==> config.mk <==
export PLATFORM = sky130hd
export DESIGN_NAME = rgb_led_effect_controller
export DESIGN_NICKNAME = d
export VERILOG_FILES = /design/src/sv/rlec_pkg.sv /design/src/sv/rlec_breath.sv /design/src/sv/rlec_effect.sv /design/src/sv/rgb_led_effect_controller.sv
export SDC_FILE = /design/constraint.sdc
export NUM_CORES = 1
export LEC_CHECK = 0
export BUFFER_PORTS_ARGS = -buffer_cell sky130_fd_sc_hd__buf_2
export CORE_ASPECT_RATIO = 1.75
export CORE_MARGIN = 8
export CORE_UTILIZATION = 50
export CTS_BUF_LIST = sky130_fd_sc_hd__clkbuf_8
export CTS_CLUSTER_DIAMETER = 50
export CTS_CLUSTER_SIZE = 28
export DETAILED_ROUTE_END_ITERATION = 6
export GPL_ROUTABILITY_DRIVEN = 1
export PLACE_DENSITY = 0.68
export SYNTH_ARGS = -nofsm -noshare
export SYNTH_HDL_FRONTEND = slang
export SYNTH_SLANG_ARGS = --single-unit
==> constraint.sdc <==
create_clock -name clk -period 12.6 [get_ports clk]
set_input_delay 1.26 -clock clk [delete_from_list [all_inputs] [get_ports clk]]
set_output_delay 1.26 -clock clk [all_outputs]
set_load 0.05 [all_outputs]
==> src/sv/rlec_pkg.sv <==
// Shared types, codes and constants of the RGB LED effect controller.
package rlec_pkg;

  // Fixed field widths.
  localparam int unsigned DUTY_W     = 8;
  localparam int unsigned COLOR_W    = 3 * DUTY_W;
  localparam int unsigned TIME_W     = 24;
  localparam int unsigned COUNT_W    = 8;
  localparam int unsigned MODE_W     = 3;
  localparam int unsigned IN_DATA_W  = 80;
  localparam int unsigned OUT_DATA_W = 32;

  // Default breathing period in milliseconds.
  localparam int unsigned BREATH_PERIOD_DEF = 2000;

  // Breathing unit sequencing: one reciprocal multiply step, then one channel per step.
  localparam int unsigned QUO_W         = DUTY_W;
  localparam int unsigned DIV_STEPS     = 1;
  localparam int unsigned MUL_STEPS     = 3;
  localparam int unsigned STEP_W        = 2;
  localparam int unsigned STEP_MUL_LAST = DIV_STEPS + MUL_STEPS - 1;

  typedef enum logic [MODE_W-1:0] {
    MD_TICK   = 3'd0,
    MD_OFF    = 3'd1,
    MD_STEADY = 3'd2,
    MD_SOLID  = 3'd3,
    MD_BLINK  = 3'd4,
    MD_PULSE  = 3'd5
  } mode_t;

  typedef enum logic [2:0] {
    EF_OFF       = 3'd0,
    EF_STEADY    = 3'd1,
    EF_SOLID     = 3'd2,
    EF_BLINK_ON  = 3'd3,
    EF_BLINK_OFF = 3'd4,
    EF_PULSE     = 3'd5
  } effect_t;

  typedef enum logic [1:0] {
    CT_IDLE,
    CT_BREATH,
    CT_OUT
  } ctl_t;

  // One decoded command word. Color packs red in the top byte.
  typedef struct packed {
    logic [MODE_W-1:0]  mode;
    logic [COLOR_W-1:0] color;
    logic [TIME_W-1:0]  on_ms;
    logic [TIME_W-1:0]  off_ms;
    logic [COUNT_W-1:0] count;
  } cmd_t;

  // Answer of the breathing unit.
  typedef struct packed {
    logic               done;
    logic [COLOR_W-1:0] duty;
  } breath_rsp_t;

endpackage

==> src/sv/rlec_breath.sv <==
// Breathing unit: ramp scale by reciprocal multiply, then a shared 8x8 multiply per channel.
module rlec_breath import rlec_pkg::*; #(
  parameter int unsigned BREATH_PERIOD_MS = BREATH_PERIOD_DEF,
  localparam int unsigned PH_W = $clog2(BREATH_PERIOD_MS)
) (
  input  logic               clk,
  input  logic               rst,
  input  logic               start,
  input  logic [PH_W-1:0]    phase,
  input  logic [COLOR_W-1:0] color,
  output breath_rsp_t        rsp
);

  localparam int unsigned D_W   = $clog2(BREATH_PERIOD_MS + 1);
  localparam int unsigned NUM_W = D_W + 9;
  // Rounded-up reciprocal of the period; exact floor division for any NUM_W-bit numerator.
  localparam int unsigned     SHIFT = NUM_W + PH_W;
  localparam longint unsigned RECIP =
    ((64'd1 << SHIFT) + 64'(BREATH_PERIOD_MS) - 64'd1) / 64'(BREATH_PERIOD_MS);
  localparam int unsigned     R_W   = $clog2(RECIP + 64'd1);

  logic               run;
  logic               done;
  logic [STEP_W-1:0]  step;
  logic [NUM_W-1:0]   numer;
  logic [QUO_W-1:0]   quo;
  logic [COLOR_W-1:0] duty;

  logic [D_W:0]         two_p;
  logic [D_W-1:0]       ramp_dist;
  logic [NUM_W-1:0]     num;
  logic [NUM_W+R_W-1:0] scaled;
  logic [1:0]           chan;
  logic [DUTY_W-1:0]    chan_color;
  logic [2*DUTY_W-1:0]  product;

  // Distance to the nearest end of the ramp; the numerator is 510 times that.
  always_comb begin
    two_p = (D_W + 1)'(phase) << 1;
    if (two_p < (D_W + 1)'(BREATH_PERIOD_MS)) begin
      ramp_dist = D_W'(phase);
    end else begin
      ramp_dist = D_W'(BREATH_PERIOD_MS) - D_W'(phase);
    end
    num = (NUM_W'(ramp_dist) << 9) - (NUM_W'(ramp_dist) << 1);
  end

  assign scaled = (NUM_W + R_W)'(numer) * (NUM_W + R_W)'(RECIP);
  assign chan   = 2'(step - STEP_W'(DIV_STEPS));

  always_comb begin
    unique case (chan)
      2'd0:    chan_color = color[3*DUTY_W-1:2*DUTY_W];
      2'd1:    chan_color = color[2*DUTY_W-1:DUTY_W];
      default: chan_color = color[DUTY_W-1:0];
    endcase
    product = chan_color * quo;
  end

  always_ff @(posedge clk) begin
    if (rst) begin
      run  <= 1'b0;
      done <= 1'b0;
      step <= '0;
    end else begin
      done <= 1'b0;
      if (start) begin
        run  <= 1'b1;
        step <= '0;
      end else if (run) begin
        step <= step + 1'b1;
        if (step == STEP_W'(STEP_MUL_LAST)) begin
          run  <= 1'b0;
          done <= 1'b1;
        end
      end
    end
  end

  always_ff @(posedge clk) begin
    if (start) begin
      numer <= num;
    end else if (run) begin
      if (step < STEP_W'(DIV_STEPS)) begin
        quo <= scaled[SHIFT +: QUO_W];
      end else begin
        unique case (chan)
          2'd0:    duty[3*DUTY_W-1:2*DUTY_W] <= product[2*DUTY_W-1:DUTY_W];
          2'd1:    duty[2*DUTY_W-1:DUTY_W]   <= product[2*DUTY_W-1:DUTY_W];
          2'd2:    duty[DUTY_W-1:0]          <= product[2*DUTY_W-1:DUTY_W];
          default: ;
        endcase
      end
    end
  end

  assign rsp.done = done;
  assign rsp.duty = duty;

endmodule

==> src/sv/rlec_effect.sv <==
// Effect state: command decode, tick-counted phases, blink bookkeeping and breathing phase.
module rlec_effect import rlec_pkg::*; #(
  parameter int unsigned BREATH_PERIOD_MS = BREATH_PERIOD_DEF,
  localparam int unsigned PH_W = $clog2(BREATH_PERIOD_MS)
) (
  input  logic               clk,
  input  logic               rst,
  input  logic               apply,
  input  cmd_t               cmd,
  input  breath_rsp_t        rsp,
  output logic               want_breath,
  output logic [PH_W-1:0]    phase,
  output logic [COLOR_W-1:0] held_color,
  output logic [COLOR_W-1:0] shown_duty,
  output logic               busy
);

  effect_t            state, state_next;
  logic [COLOR_W-1:0] held_color_next, shown_duty_next;
  logic [TIME_W-1:0]  time_left, time_left_next;
  logic [COUNT_W-1:0] blinks_left, blinks_left_next;
  logic [TIME_W-1:0]  saved_on, saved_on_next;
  logic [TIME_W-1:0]  saved_off, saved_off_next;
  logic [PH_W-1:0]    phase_next;
  logic               phase_end;
  logic [COUNT_W-1:0] blinks_dec;
  mode_t              mode;

  assign mode       = mode_t'(cmd.mode);
  assign phase_end  = (time_left[TIME_W-1:1] == '0);
  assign blinks_dec = blinks_left - 1'b1;

  // A pulse command, or a tick while breathing, needs a new breathing duty.
  assign want_breath = (mode == MD_PULSE) || ((mode == MD_TICK) && (state == EF_PULSE));

  always_comb begin
    state_next       = state;
    held_color_next  = held_color;
    shown_duty_next  = shown_duty;
    time_left_next   = time_left;
    blinks_left_next = blinks_left;
    saved_on_next    = saved_on;
    saved_off_next   = saved_off;
    phase_next       = phase;
    if (apply) begin
      unique case (mode)
        MD_TICK: begin
          unique case (state)
            EF_SOLID: begin
              time_left_next = phase_end ? '0 : time_left - 1'b1;
              if (phase_end) begin
                shown_duty_next = '0;
                state_next      = EF_OFF;
              end
            end
            EF_BLINK_ON: begin
              time_left_next = phase_end ? '0 : time_left - 1'b1;
              if (phase_end) begin
                shown_duty_next  = '0;
                blinks_left_next = blinks_dec;
                if (blinks_dec == '0) begin
                  state_next = EF_OFF;
                end else begin
                  state_next     = EF_BLINK_OFF;
                  time_left_next = saved_off;
                end
              end
            end
            EF_BLINK_OFF: begin
              time_left_next = phase_end ? '0 : time_left - 1'b1;
              if (phase_end) begin
                shown_duty_next = held_color;
                state_next      = EF_BLINK_ON;
                time_left_next  = saved_on;
              end
            end
            EF_PULSE: begin
              phase_next = (phase == PH_W'(BREATH_PERIOD_MS - 1)) ? '0 : phase + 1'b1;
            end
            default: ;
          endcase
        end
        MD_OFF: begin
          state_next      = EF_OFF;
          shown_duty_next = '0;
        end
        MD_STEADY: begin
          state_next      = EF_STEADY;
          shown_duty_next = cmd.color;
        end
        MD_SOLID: begin
          state_next      = EF_SOLID;
          shown_duty_next = cmd.color;
          time_left_next  = cmd.on_ms;
        end
        MD_BLINK: begin
          if (cmd.count == '0) begin
            state_next = EF_STEADY;
          end else begin
            state_next       = EF_BLINK_ON;
            held_color_next  = cmd.color;
            shown_duty_next  = cmd.color;
            blinks_left_next = cmd.count;
            saved_on_next    = cmd.on_ms;
            saved_off_next   = cmd.off_ms;
            time_left_next   = cmd.on_ms;
          end
        end
        MD_PULSE: begin
          if ((state != EF_PULSE) || (held_color != cmd.color)) begin
            state_next      = EF_PULSE;
            held_color_next = cmd.color;
            phase_next      = '0;
          end
        end
        default: ;
      endcase
    end else if (rsp.done) begin
      shown_duty_next = rsp.duty;
    end
  end

  always_ff @(posedge clk) begin
    if (rst) begin
      state       <= EF_OFF;
      held_color  <= '0;
      shown_duty  <= '0;
      time_left   <= '0;
      blinks_left <= '0;
      saved_on    <= '0;
      saved_off   <= '0;
      phase       <= '0;
    end else begin
      state       <= state_next;
      held_color  <= held_color_next;
      shown_duty  <= shown_duty_next;
      time_left   <= time_left_next;
      blinks_left <= blinks_left_next;
      saved_on    <= saved_on_next;
      saved_off   <= saved_off_next;
      phase       <= phase_next;
    end
  end

  assign busy = (state == EF_SOLID) || (state == EF_BLINK_ON) || (state == EF_BLINK_OFF);

endmodule

==> src/sv/rgb_led_effect_controller.sv <==
// Top level of the RGB LED effect controller: handshake sequencer, effect state and breathing unit.
// A word that needs no breathing duty is offered as a result in the cycle after acceptance;
// no new word is taken until that result is taken. Off, steady, timed solid, blink and ticks outside
// breathing take this path. A pulse command or a tick while breathing waits for the breathing unit
// to finish its steps, one reciprocal multiply and 3 channel multiplies, before its result is offered.
// Reset (rst, synchronous): effect off, shown duty and timers zero, no result pending.
module rgb_led_effect_controller import rlec_pkg::*; #(
  parameter int unsigned BREATH_PERIOD_MS = BREATH_PERIOD_DEF
) (
  input  logic                  clk,
  input  logic                  rst,
  input  logic                  s_tvalid,
  output logic                  s_tready,
  // From bit 0: red[8], green[8], blue[8], on_ms[24], off_ms[24], blink_count[8].
  input  logic [IN_DATA_W-1:0]  s_tdata,
  // Bits: mode[3].
  input  logic [MODE_W-1:0]     s_tuser,
  output logic                  m_tvalid,
  input  logic                  m_tready,
  // From bit 0: duty_red[8], duty_green[8], duty_blue[8], busy_res[1], zero pad[7].
  output logic [OUT_DATA_W-1:0] m_tdata
);

  localparam int unsigned PH_W = $clog2(BREATH_PERIOD_MS);

  ctl_t               ctl, ctl_next;
  logic               breath_go;
  logic               accept;
  cmd_t               cmd;
  breath_rsp_t        rsp;
  logic               want_breath;
  logic [PH_W-1:0]    phase;
  logic [COLOR_W-1:0] held_color;
  logic [COLOR_W-1:0] shown_duty;
  logic               busy;

  assign accept = s_tvalid && s_tready;

  // The command word keeps red in the top byte of the color, as the duty register does.
  assign cmd.mode   = s_tuser;
  assign cmd.color  = {s_tdata[7:0], s_tdata[15:8], s_tdata[23:16]};
  assign cmd.on_ms  = s_tdata[47:24];
  assign cmd.off_ms = s_tdata[71:48];
  assign cmd.count  = s_tdata[79:72];

  // Next-state logic of the word sequencer. A breathing word waits for the unit to finish.
  always_comb begin
    ctl_next = ctl;
    unique case (ctl)
      CT_IDLE: begin
        if (s_tvalid) begin
          ctl_next = want_breath ? CT_BREATH : CT_OUT;
        end
      end
      CT_BREATH: begin
        if (rsp.done) begin
          ctl_next = CT_OUT;
        end
      end
      CT_OUT: begin
        if (m_tready) begin
          ctl_next = CT_IDLE;
        end
      end
      default: ctl_next = CT_IDLE;
    endcase
  end

  // Handshake outputs of the sequencer.
  always_comb begin
    s_tready = 1'b0;
    m_tvalid = 1'b0;
    unique case (ctl)
      CT_IDLE: s_tready = 1'b1;
      CT_OUT:  m_tvalid = 1'b1;
      default: ;
    endcase
  end

  // The breathing unit is started in the cycle after acceptance, once the phase and the
  // held color have taken the values of the new word.
  always_ff @(posedge clk) begin
    if (rst) begin
      ctl       <= CT_IDLE;
      breath_go <= 1'b0;
    end else begin
      ctl       <= ctl_next;
      breath_go <= accept && want_breath;
    end
  end

  rlec_effect #(
    .BREATH_PERIOD_MS(BREATH_PERIOD_MS)
  ) u_effect (
    .clk         (clk),
    .rst         (rst),
    .apply       (accept),
    .cmd         (cmd),
    .rsp         (rsp),
    .want_breath (want_breath),
    .phase       (phase),
    .held_color  (held_color),
    .shown_duty  (shown_duty),
    .busy        (busy)
  );

  rlec_breath #(
    .BREATH_PERIOD_MS(BREATH_PERIOD_MS)
  ) u_breath (
    .clk   (clk),
    .rst   (rst),
    .start (breath_go),
    .phase (phase),
    .color (held_color),
    .rsp   (rsp)
  );

  // The effect registers hold still while a result is offered, so the word is stable.
  assign m_tdata = {7'b0, busy, shown_duty[DUTY_W-1:0], shown_duty[2*DUTY_W-1:DUTY_W],
                    shown_duty[3*DUTY_W-1:2*DUTY_W]};

endmodule
==> qor.yml, run 1 <==
power_and_ir_drop:
  combinationalPowerShare: 0.293
  power_mw: 1.625
  p_int_mw: 1.028
  power_density_mw_per_mm2: 89.15
  switching_share: 0.3673
  power_leakage_nw: 8.285
  switching_power_mw: 0.5970
  ir_drop_uv: 61.22
  p_clk_frac: 0.276
  p_seq_frac: 0.431
clocking:
  clkLatencyLatePin_ns: 0.52
  ctsLongestPathBuffers: 2
  cts_tree: "done"
  postCtsSetupRepairBufs: 0
  cts_buffers: 17
  ctsHoldBuffers: 0
  cts_root_buffer: "clkbuf_8"
  clkSinkCount: 200
  cts_resized: 0
  path_clk_slew_ns: 0.13
  cts_htree_levels: 4
routing:
  vias: 13700
  viasPerCell: 5.724
  routed_wl_um: 45730
  ant_nets: 0
  drc: 0
  drt-initial-drc-count: 606
  first_pass_iters: 7
  wl_per_cell_um: 19.11
timing:
  finalHoldViolCount: 0
  fin_setup_tns_ns: 0
  tightest_slew_ns: 1.224
  fin_crit_ns: 6.005
  relSlewSlack: 0.1774
  setup-violations-final: 0
  max_freq_mhz: 166.5
  min_period_over_period: 0.4766
  drv_slew: 0
  clock_skew_ns: 0.02565
  rsz0062_at_grt: "no"
run_status:
  status: "finished, final reports clean"
setup_path:
  arrival_ns: 6.25
  critPathMaxStageDelay_ns: 0.60
  path_cells: "inv_1 > ha_1 > nor2_1 > a21oi_1 > nand2_1 > fa_1 > fa_1 > fa_1 > fa_1 > inv_1 > ha_1 > a21o_1 > a21o_1 > a21oi_1 > o211ai_1 > a31o_2 > a21oi_1 > xnor2_1"
  crit_buf_inv: 2
  crit_type: "reg -> reg"
  crit_top_cell: "fa_1"
  critPathMaxFanout: 18
  cp-end-kind: "flop"
  critPathRequiredTime_ns: 12.85
  cpLargestDelayFamily: "adder cells"
  start_kind: "flop"
  cpMaxStageDelayCell: "ha_1"
grt:
  grt_max_degree: 86
  grt_pass1_wl_um: 73340
  grt_pass1_vias: 14110
  gr-total-overflow: 0
  grt_util_all_layers: 0.2326
  antenna_found_initial: 1
die:
  rows: 89
  die_y_um: 259.7
  die_area_mm2: 0.04031
  core_area_mm2: 0.03363
  die_w_um: 155.2
  ios: 121
  floorplan.initialDensity: 0.5045
worst_hold_path:
  hp-class: "reg -> reg"
place:
  io_buffers: 113
  dp.cells: 2360
  place_congestion: 0.9027
  dp_hpwl_um: 36510
yosys:
  synth_top_area_share: 0.1758
  synth_cells: 1868
  synth_top_area_cell: "dfxtp_1"
  avgSynthCellArea_um2: 9.082
  yosys.cell_count.top_type: "nand2_1"
  async_flop_share: 0
  synth_ff_type: "dfxtp_1"
  synth_area_leaders: "dfxtp_1 (18%), ha_1 (15%), fa_1 (13%)"
  synth_area_mm2: 0.01697
  yosysUniqueCellTypes: 83
  synthTopCellsByCount: "nand2_1 (246), inv_1 (229), ha_1 (209), dfxtp_1 (149), a21oi_1 (140)"
  synth_edf_count: 51
  ys_seq_area_frac: 0.2661
  ys_seq_elements: 200
  synth.yosys.warnings: 0
job:
  maxCapViolCount: 0
cells_and_area:
  drive_above_1_share: 0.1053
  final_util: 0.5421
  final_cells: 2393
  areaGrowthSynthToFinish_pct: 7.456
  fin_nets: 2334
==> through the flow <==
step | area, um2 | hold WS, ns | worst slack (ns)
after CTS | 18230 | 0.4591 | 6.552
after global routing | 18230 | 0.4838 | 6.136
final | 18230 | 0.4578 | 6.595
after detailed placement | 17780 | 0.4407 | 6.596
after floorplan | 16990 | 0.4350 | 7.012
after global placement | 17780 | 0.4376 | 6.724
==> metal layers <==
| layer | vias to the layer above | GRT usage | part of all wire |
|---|---|---|---|
| met5 | - | 0 | 0 |
| met4 | 0 | 0.1416 | 0.058 |
| met3 | 126 | 0.03125 | 0.038 |
| met2 | 368 | 0.4492 | 0.55 |
| met1 | 6676 | 0.2295 | 0.35 |
| li1 | 6527 | - | - |
==> tightest hold or removal path: cells and delay by family (launching register included) <==
family	cells	cell delay, ns
flops	1	0.33
compound gates	1	0.05
simple gates	1	0.05
==> cells by family after synthesis <==
group                    Yosys count  share of synthesized area
AO/OA/AOI/OAI                    369                     0.1547
XOR/XNOR                          95                    0.04904
adder cells (fa/ha/maj)          323                     0.2887
buffers and inverters            321                    0.07707
flip-flops                       200                     0.2661
multiplexers                      30                    0.01785
other                              1                  0.0002210
AND/OR/NAND/NOR                  529                     0.1463
==> sequential cells by signal (all words and copies together) (netlist names), 3 cells and up <==
| name | flops |
|---|---|
| u_effect.saved_off | 24 |
| u_effect.state | 3 |
| u_effect.blinks_left | 8 |
| u_effect.saved_on | 24 |
| u_breath.numer | 19 |
| u_effect.phase | 11 |
| u_effect.shown_duty | 24 |
| u_breath.duty | 24 |
| u_breath.quo | 8 |
| u_effect.time_left | 24 |
| u_effect.held_color | 24 |
==> power groups by stage <==
stage / sequential [mW] / combinational (mW) / clock (mW)
final: 0.700 / 0.476 / 0.449
after global routing: 0.703 / 0.533 / 0.488
after CTS: 0.700 / 0.480 / 0.465
after detailed placement: 0.714 / 0.476 / 0
after global placement: 0.714 / 0.468 / 0
after floorplan: 0.723 / 0.344 / 0
==> cells in the final DEF, fill, tap and decap left out, drive strengths merged, types with 19 or more instances in the layout <==
cell type and instances:
nor3 25, o21ai 40, nand3 20, mux2i 28, dfxtp 149, a311oi 20, o211ai 27, ha 209
a221oi 23, xnor2 60, a21oi 141, nand2 246, xor2 35, fa 114, a211o 19, edfxtp 51
inv 237, buf 123, a221o 27, nor2 108, and2 31
==> final timing paths <==
kind / startpoint / to / slack, ns / depth (start not counted)
min reg2reg: u_effect.shown_duty[6]$_SDFFE_PP0P_ / u_effect.shown_duty[6]$_SDFFE_PP0P_ / 0.46 / 2
max reg2reg: u_breath.step[0]$_SDFFE_PP0P_ / u_breath.duty[23]$_DFFE_PP_ / 6.59 / 18
min: u_effect.shown_duty[6]$_SDFFE_PP0P_ / u_effect.shown_duty[6]$_SDFFE_PP0P_ / 0.46 / 2
max: u_breath.step[0]$_SDFFE_PP0P_ / u_breath.duty[23]$_DFFE_PP_ / 6.59 / 18
==> layout make-up <==
| class | count | area (um2) |
|---|---|---|
| well taps | 455 | 569.3 |
| multi-input cells | 1353 | 11200 |
| diodes | 1 | 2.502 |
| clock inverters | 15 | 209.0 |
| clock buffers | 17 | 234.0 |
| repair buffers | 123 | 643.1 |
| fillers | 3175 | 15400 |
| inverters | 229 | 859.6 |
| flip-flops and latches | 200 | 4514 |
(Power assumes the default switching activity.)
==> inputs of run 2 (changes only) <==
--- a/config.mk
+++ b/config.mk
@@ -5,6 +5,7 @@
 export SDC_FILE = /design/constraint.sdc
 export NUM_CORES = 1
 export LEC_CHECK = 0
+export ABC_AREA = 1
 export BUFFER_PORTS_ARGS = -buffer_cell sky130_fd_sc_hd__buf_2
 export CORE_ASPECT_RATIO = 1.75
 export CORE_MARGIN = 8
==> constraint.sdc (replaced) <==
create_clock -name clk -period 5.7 [get_ports clk]
set_input_delay 0.57 -clock clk [delete_from_list [all_inputs] [get_ports clk]]
set_output_delay 0.57 -clock clk [all_outputs]
set_load 0.05 [all_outputs]
==> run 2 against run 1 <==
Effect of this change: setup slack worse by 6.3 ns; synthesized cell count is 33% higher; final cell count is 28% higher; cell area is 8.7% higher; utilization hardly changed; sequential share of layout area is 2.0 points lower; fmax is 12% higher; critical path type unchanged; largest cell class unchanged.
==> qor.yml, run 2 <==
routing:
  first_pass_iters: 7  # unchanged
  ant_nets: 0  # unchanged
  wl_per_cell_um: 19.25  # +0.72%
  vias: 16950  # +24%
  routed_wl_um: 58780  # +29%
  drc: 0  # unchanged
  drt-initial-drc-count: 1046  # +73%
  viasPerCell: 5.551  # -3.0%
clocking:
  cts_root_buffer: "clkbuf_8"
  clkLatencyLatePin_ns: 0.52  # about the same
  cts_buffers: 17  # unchanged
  path_clk_slew_ns: 0.13  # about the same
  cts_tree: "done"
  cts_htree_levels: 4  # unchanged
  postCtsSetupRepairBufs: 0  # unchanged
  clkSinkCount: 200  # unchanged
  ctsLongestPathBuffers: 2  # unchanged
timing:
  clock_skew_ns: 0.02683  # +0.001182 ns
  min_period_over_period: 0.9411  # +0.4646
  finalHoldViolCount: 0  # unchanged
  fin_crit_ns: 5.365  # -0.6405 ns
  holdWs_ns: 0.3364  # -0.1214 ns
  setup-violations-final: 0  # unchanged
  relSlewSlack: 0.2422  # +0.06475
  fin_setup_tns_ns: 0  # unchanged
  tightest_slew_ns: 1.126  # -0.09732 ns
  drv_slew: 0  # unchanged
  max_freq_mhz: 186.4  # +12%
cells_and_area:
  fin_nets: 2974  # +27%
  layout_common_cells: "inv_1 (436), nand2_1 (408), a21oi_1 (256)"
  fin_area_mm2: 0.01982  # +8.7%
  final_common_cell: "inv_1"
  fillers: 3623  # +14%
  drive_above_1_share: 0.08188  # -0.02344
  areaGrowthSynthToFinish_pct: 7.798
grt:
  grt_pass1_wl_um: 91530  # +25%
  grt_pass1_vias: 17290  # +23%
  antenna_found_initial: 5  # +4
  grt_max_degree: 65  # -24%
  grt_util_all_layers: 0.2692  # +0.03659
  gr-total-overflow: 0  # unchanged
power_and_ir_drop:
  p_clk_frac: 0.267  # -0.009
  combinationalPowerShare: 0.305  # +0.012
  switching_share: 0.3896  # +0.02230
  switching_power_mw: 1.428  # +140%
  ir_drop_uv: 183.0  # +200%
  p_int_mw: 2.237  # +120%
  power_mw: 3.666  # +130%
  power_leakage_nw: 9.832  # +19%
  power_density_mw_per_mm2: 184.9  # +110%
  p_seq_frac: 0.428  # -0.003
place:
  io_buffers: 113  # unchanged
  dp_hpwl_um: 48030  # +32%
  place_congestion: 0.9988  # +11%
  place_area_mm2: 0.01937  # +8.9%
die:
  die_w_um: 161.0  # +3.7%
  floorplan.initialDensity: 0.5033  # -0.001211
  core_area_mm2: 0.03654  # +8.6%
  rows: 93  # +4.5%
  ios: 121  # unchanged
  die_area_mm2: 0.04341  # +7.7%
  die_y_um: 269.7  # +3.9%
yosys:
  synth_edf_count: 51  # unchanged
  async_flop_share: 0  # unchanged
  ys_seq_area_frac: 0.2455  # -0.02059
  avgSynthCellArea_um2: 7.388  # -19%
  synth_cells: 2489  # +33%
  synth_top_area_share: 0.1622  # -0.01360
  synth_top_area_cell: "dfxtp_1"
  synth_area_leaders: "dfxtp_1 (16%), ha_1 (14%), fa_1 (12%)"
  synth_area_mm2: 0.01839  # +8.4%
  synth_ff_type: "dfxtp_1"
  yosysUniqueCellTypes: 47  # -43%
  synth.yosys.warnings: 0  # unchanged
  ys_seq_elements: 200  # unchanged
  yosys.cell_count.top_type: "inv_1"
  synthTopCellsByCount: "inv_1 (438), nand2_1 (408), a21oi_1 (257), nor2_1 (229), ha_1 (209)"
setup_path:
  start_kind: "flop"
  critPathMaxFanout: 6  # -12
  critPathRequiredTime_ns: 6.00  # -6.85 ns
  crit_type: "reg -> reg"
  cp-end-kind: "flop"
  arrival_ns: 5.66  # -0.59 ns
job:
  maxCapViolCount: 0  # unchanged
run_status:
  status: "finished, final reports clean"
worst_hold_path:
  hp-class: "in -> reg"
==> run 2: cell count changes in the layout (fill, tap and decap cells not counted), moves of 25 or more <==
| cell | previous run | this run |
|---|---|---|
| inv_1 | 229 | 436 |
| nand2_1 | 246 | 408 |
| o21ai_0 | 37 | 186 |
| nor2_1 | 105 | 229 |
| a21oi_1 | 138 | 256 |
| nand3_1 | 19 | 117 |
| xnor2_1 | 60 | 18 |
| and2_1 | 31 | 3 |
| mux2i_1 | 28 | 0 |
| o211ai_1 | 27 | 2 |
==> run 2: what timing repair did <==
action,CTS,global route
resized for setup,0,6
hold buffers,0,0
endpoints found under the hold margin,0,0
setup endpoints to repair,0,24
==> run 2: power groups by stage <==
| stage | Combinational, mW | Sequential [mW] | Clock (mW) |
|---|---|---|---|
| after floorplan | 0.738 | 1.64 | 0 |
| after global placement | 1.10 | 1.60 | 0 |
| after detailed placement | 1.10 | 1.60 | 0 |
| after CTS | 1.11 | 1.57 | 0.991 |
| after global routing | 1.25 | 1.58 | 1.04 |
| final | 1.12 | 1.57 | 0.977 |
==> run 2: kinds of logic (layout without fill, tap and decap cells) <==
| group | Yosys count | in the layout | synth area share |
|---|---|---|---|
| compound gates | 522 | 522 | 0.1502 |
| xor+xnor | 56 | 56 | 0.02667 |
| fa+ha+maj | 323 | 323 | 0.2663 |
| buf+inv | 527 | 609 | 0.1108 |
| flops | 200 | 200 | 0.2455 |
| other cells | 1 | 9 | 0.0002039 |
| simple gates | 860 | 860 | 0.2003 |
==> run 2: stage by stage <==
| stage | std cells | utilization | setup WS [ns] |
|---|---|---|---|
| 6_report | 3054 | 0.5425 | 0.3355 |
| 5_1_grt | 3053 | 0.5424 | -0.0008553 |
| 4_1_cts | 3052 | 0.5417 | 0.03918 |
| 3_5_place_dp | 3020 | 0.5301 | 0.03695 |
| 3_3_place_gp | 3020 | 0.5301 | 0.1791 |
| 2_1_floorplan | 2495 | - | 0.5009 |
==> run 2: path summary, 6_finish.rpt <==
| check | from | to | slack [ns] | depth (start not counted) |
|---|---|---|---|---|
| setup / recovery | u_breath.numer[8]$_DFFE_PP_ | u_breath.quo[7]$_DFFE_PP_ | 0.34 | 17 |
| hold / removal | s_tdata[55] | u_effect.saved_off[7]$_SDFFE_PP0P_ | 0.34 | 3 |
| setup reg to reg | u_breath.numer[8]$_DFFE_PP_ | u_breath.quo[7]$_DFFE_PP_ | 0.34 | 17 |
| hold reg to reg | u_effect.saved_on[18]$_SDFFE_PP0P_ | u_effect.saved_on[18]$_SDFFE_PP0P_ | 0.45 | 2 |
==> run 2: final cells by class <==
| cell class | instances | area, um2 | share of cell area |
|---|---|---|---|
| clock inverter | 14 | 178.9 | 0.009027 |
| inverter | 443 | 1663 | 0.08389 |
| tap | 475 | 594.3 | 0.02998 |
| antenna | 2 | 5.005 | 0.0002525 |
| sequential | 200 | 4514 | 0.2277 |
| clock buffer | 18 | 247.7 | 0.01250 |
| multi-input combinational | 1768 | 11900 | 0.6001 |
| timing repair buffer | 134 | 723.2 | 0.03649 |
==> run 2: metal layers <==
| layer | up-vias | part of all wire | track usage |
|---|---|---|---|
| met2 | 571 | 0.54 | 0.5112 |
| met5 | - | 0.00037 | 0 |
| met3 | 192 | 0.045 | 0.04089 |
| met4 | 4 | 0.079 | 0.1903 |
| met1 | 7970 | 0.34 | 0.2568 |
| li1 | 8217 | - | - |
==> run 2: critical path, cell delays in order, from the launching register on <==
cell	delay, ns
edfxtp_1	0.60
ha_1	0.38
ha_1	0.24
fa_1	0.49
fa_1	0.50
inv_1	0.07
fa_1	0.52
fa_1	0.57
inv_1	0.05
ha_1	0.30
ha_1	0.36
nand2_1	0.16
nor2_1	0.18
inv_1	0.07
nor4_1	0.29
nand3_1	0.17
nand4_1	0.13
nand2_1	0.06
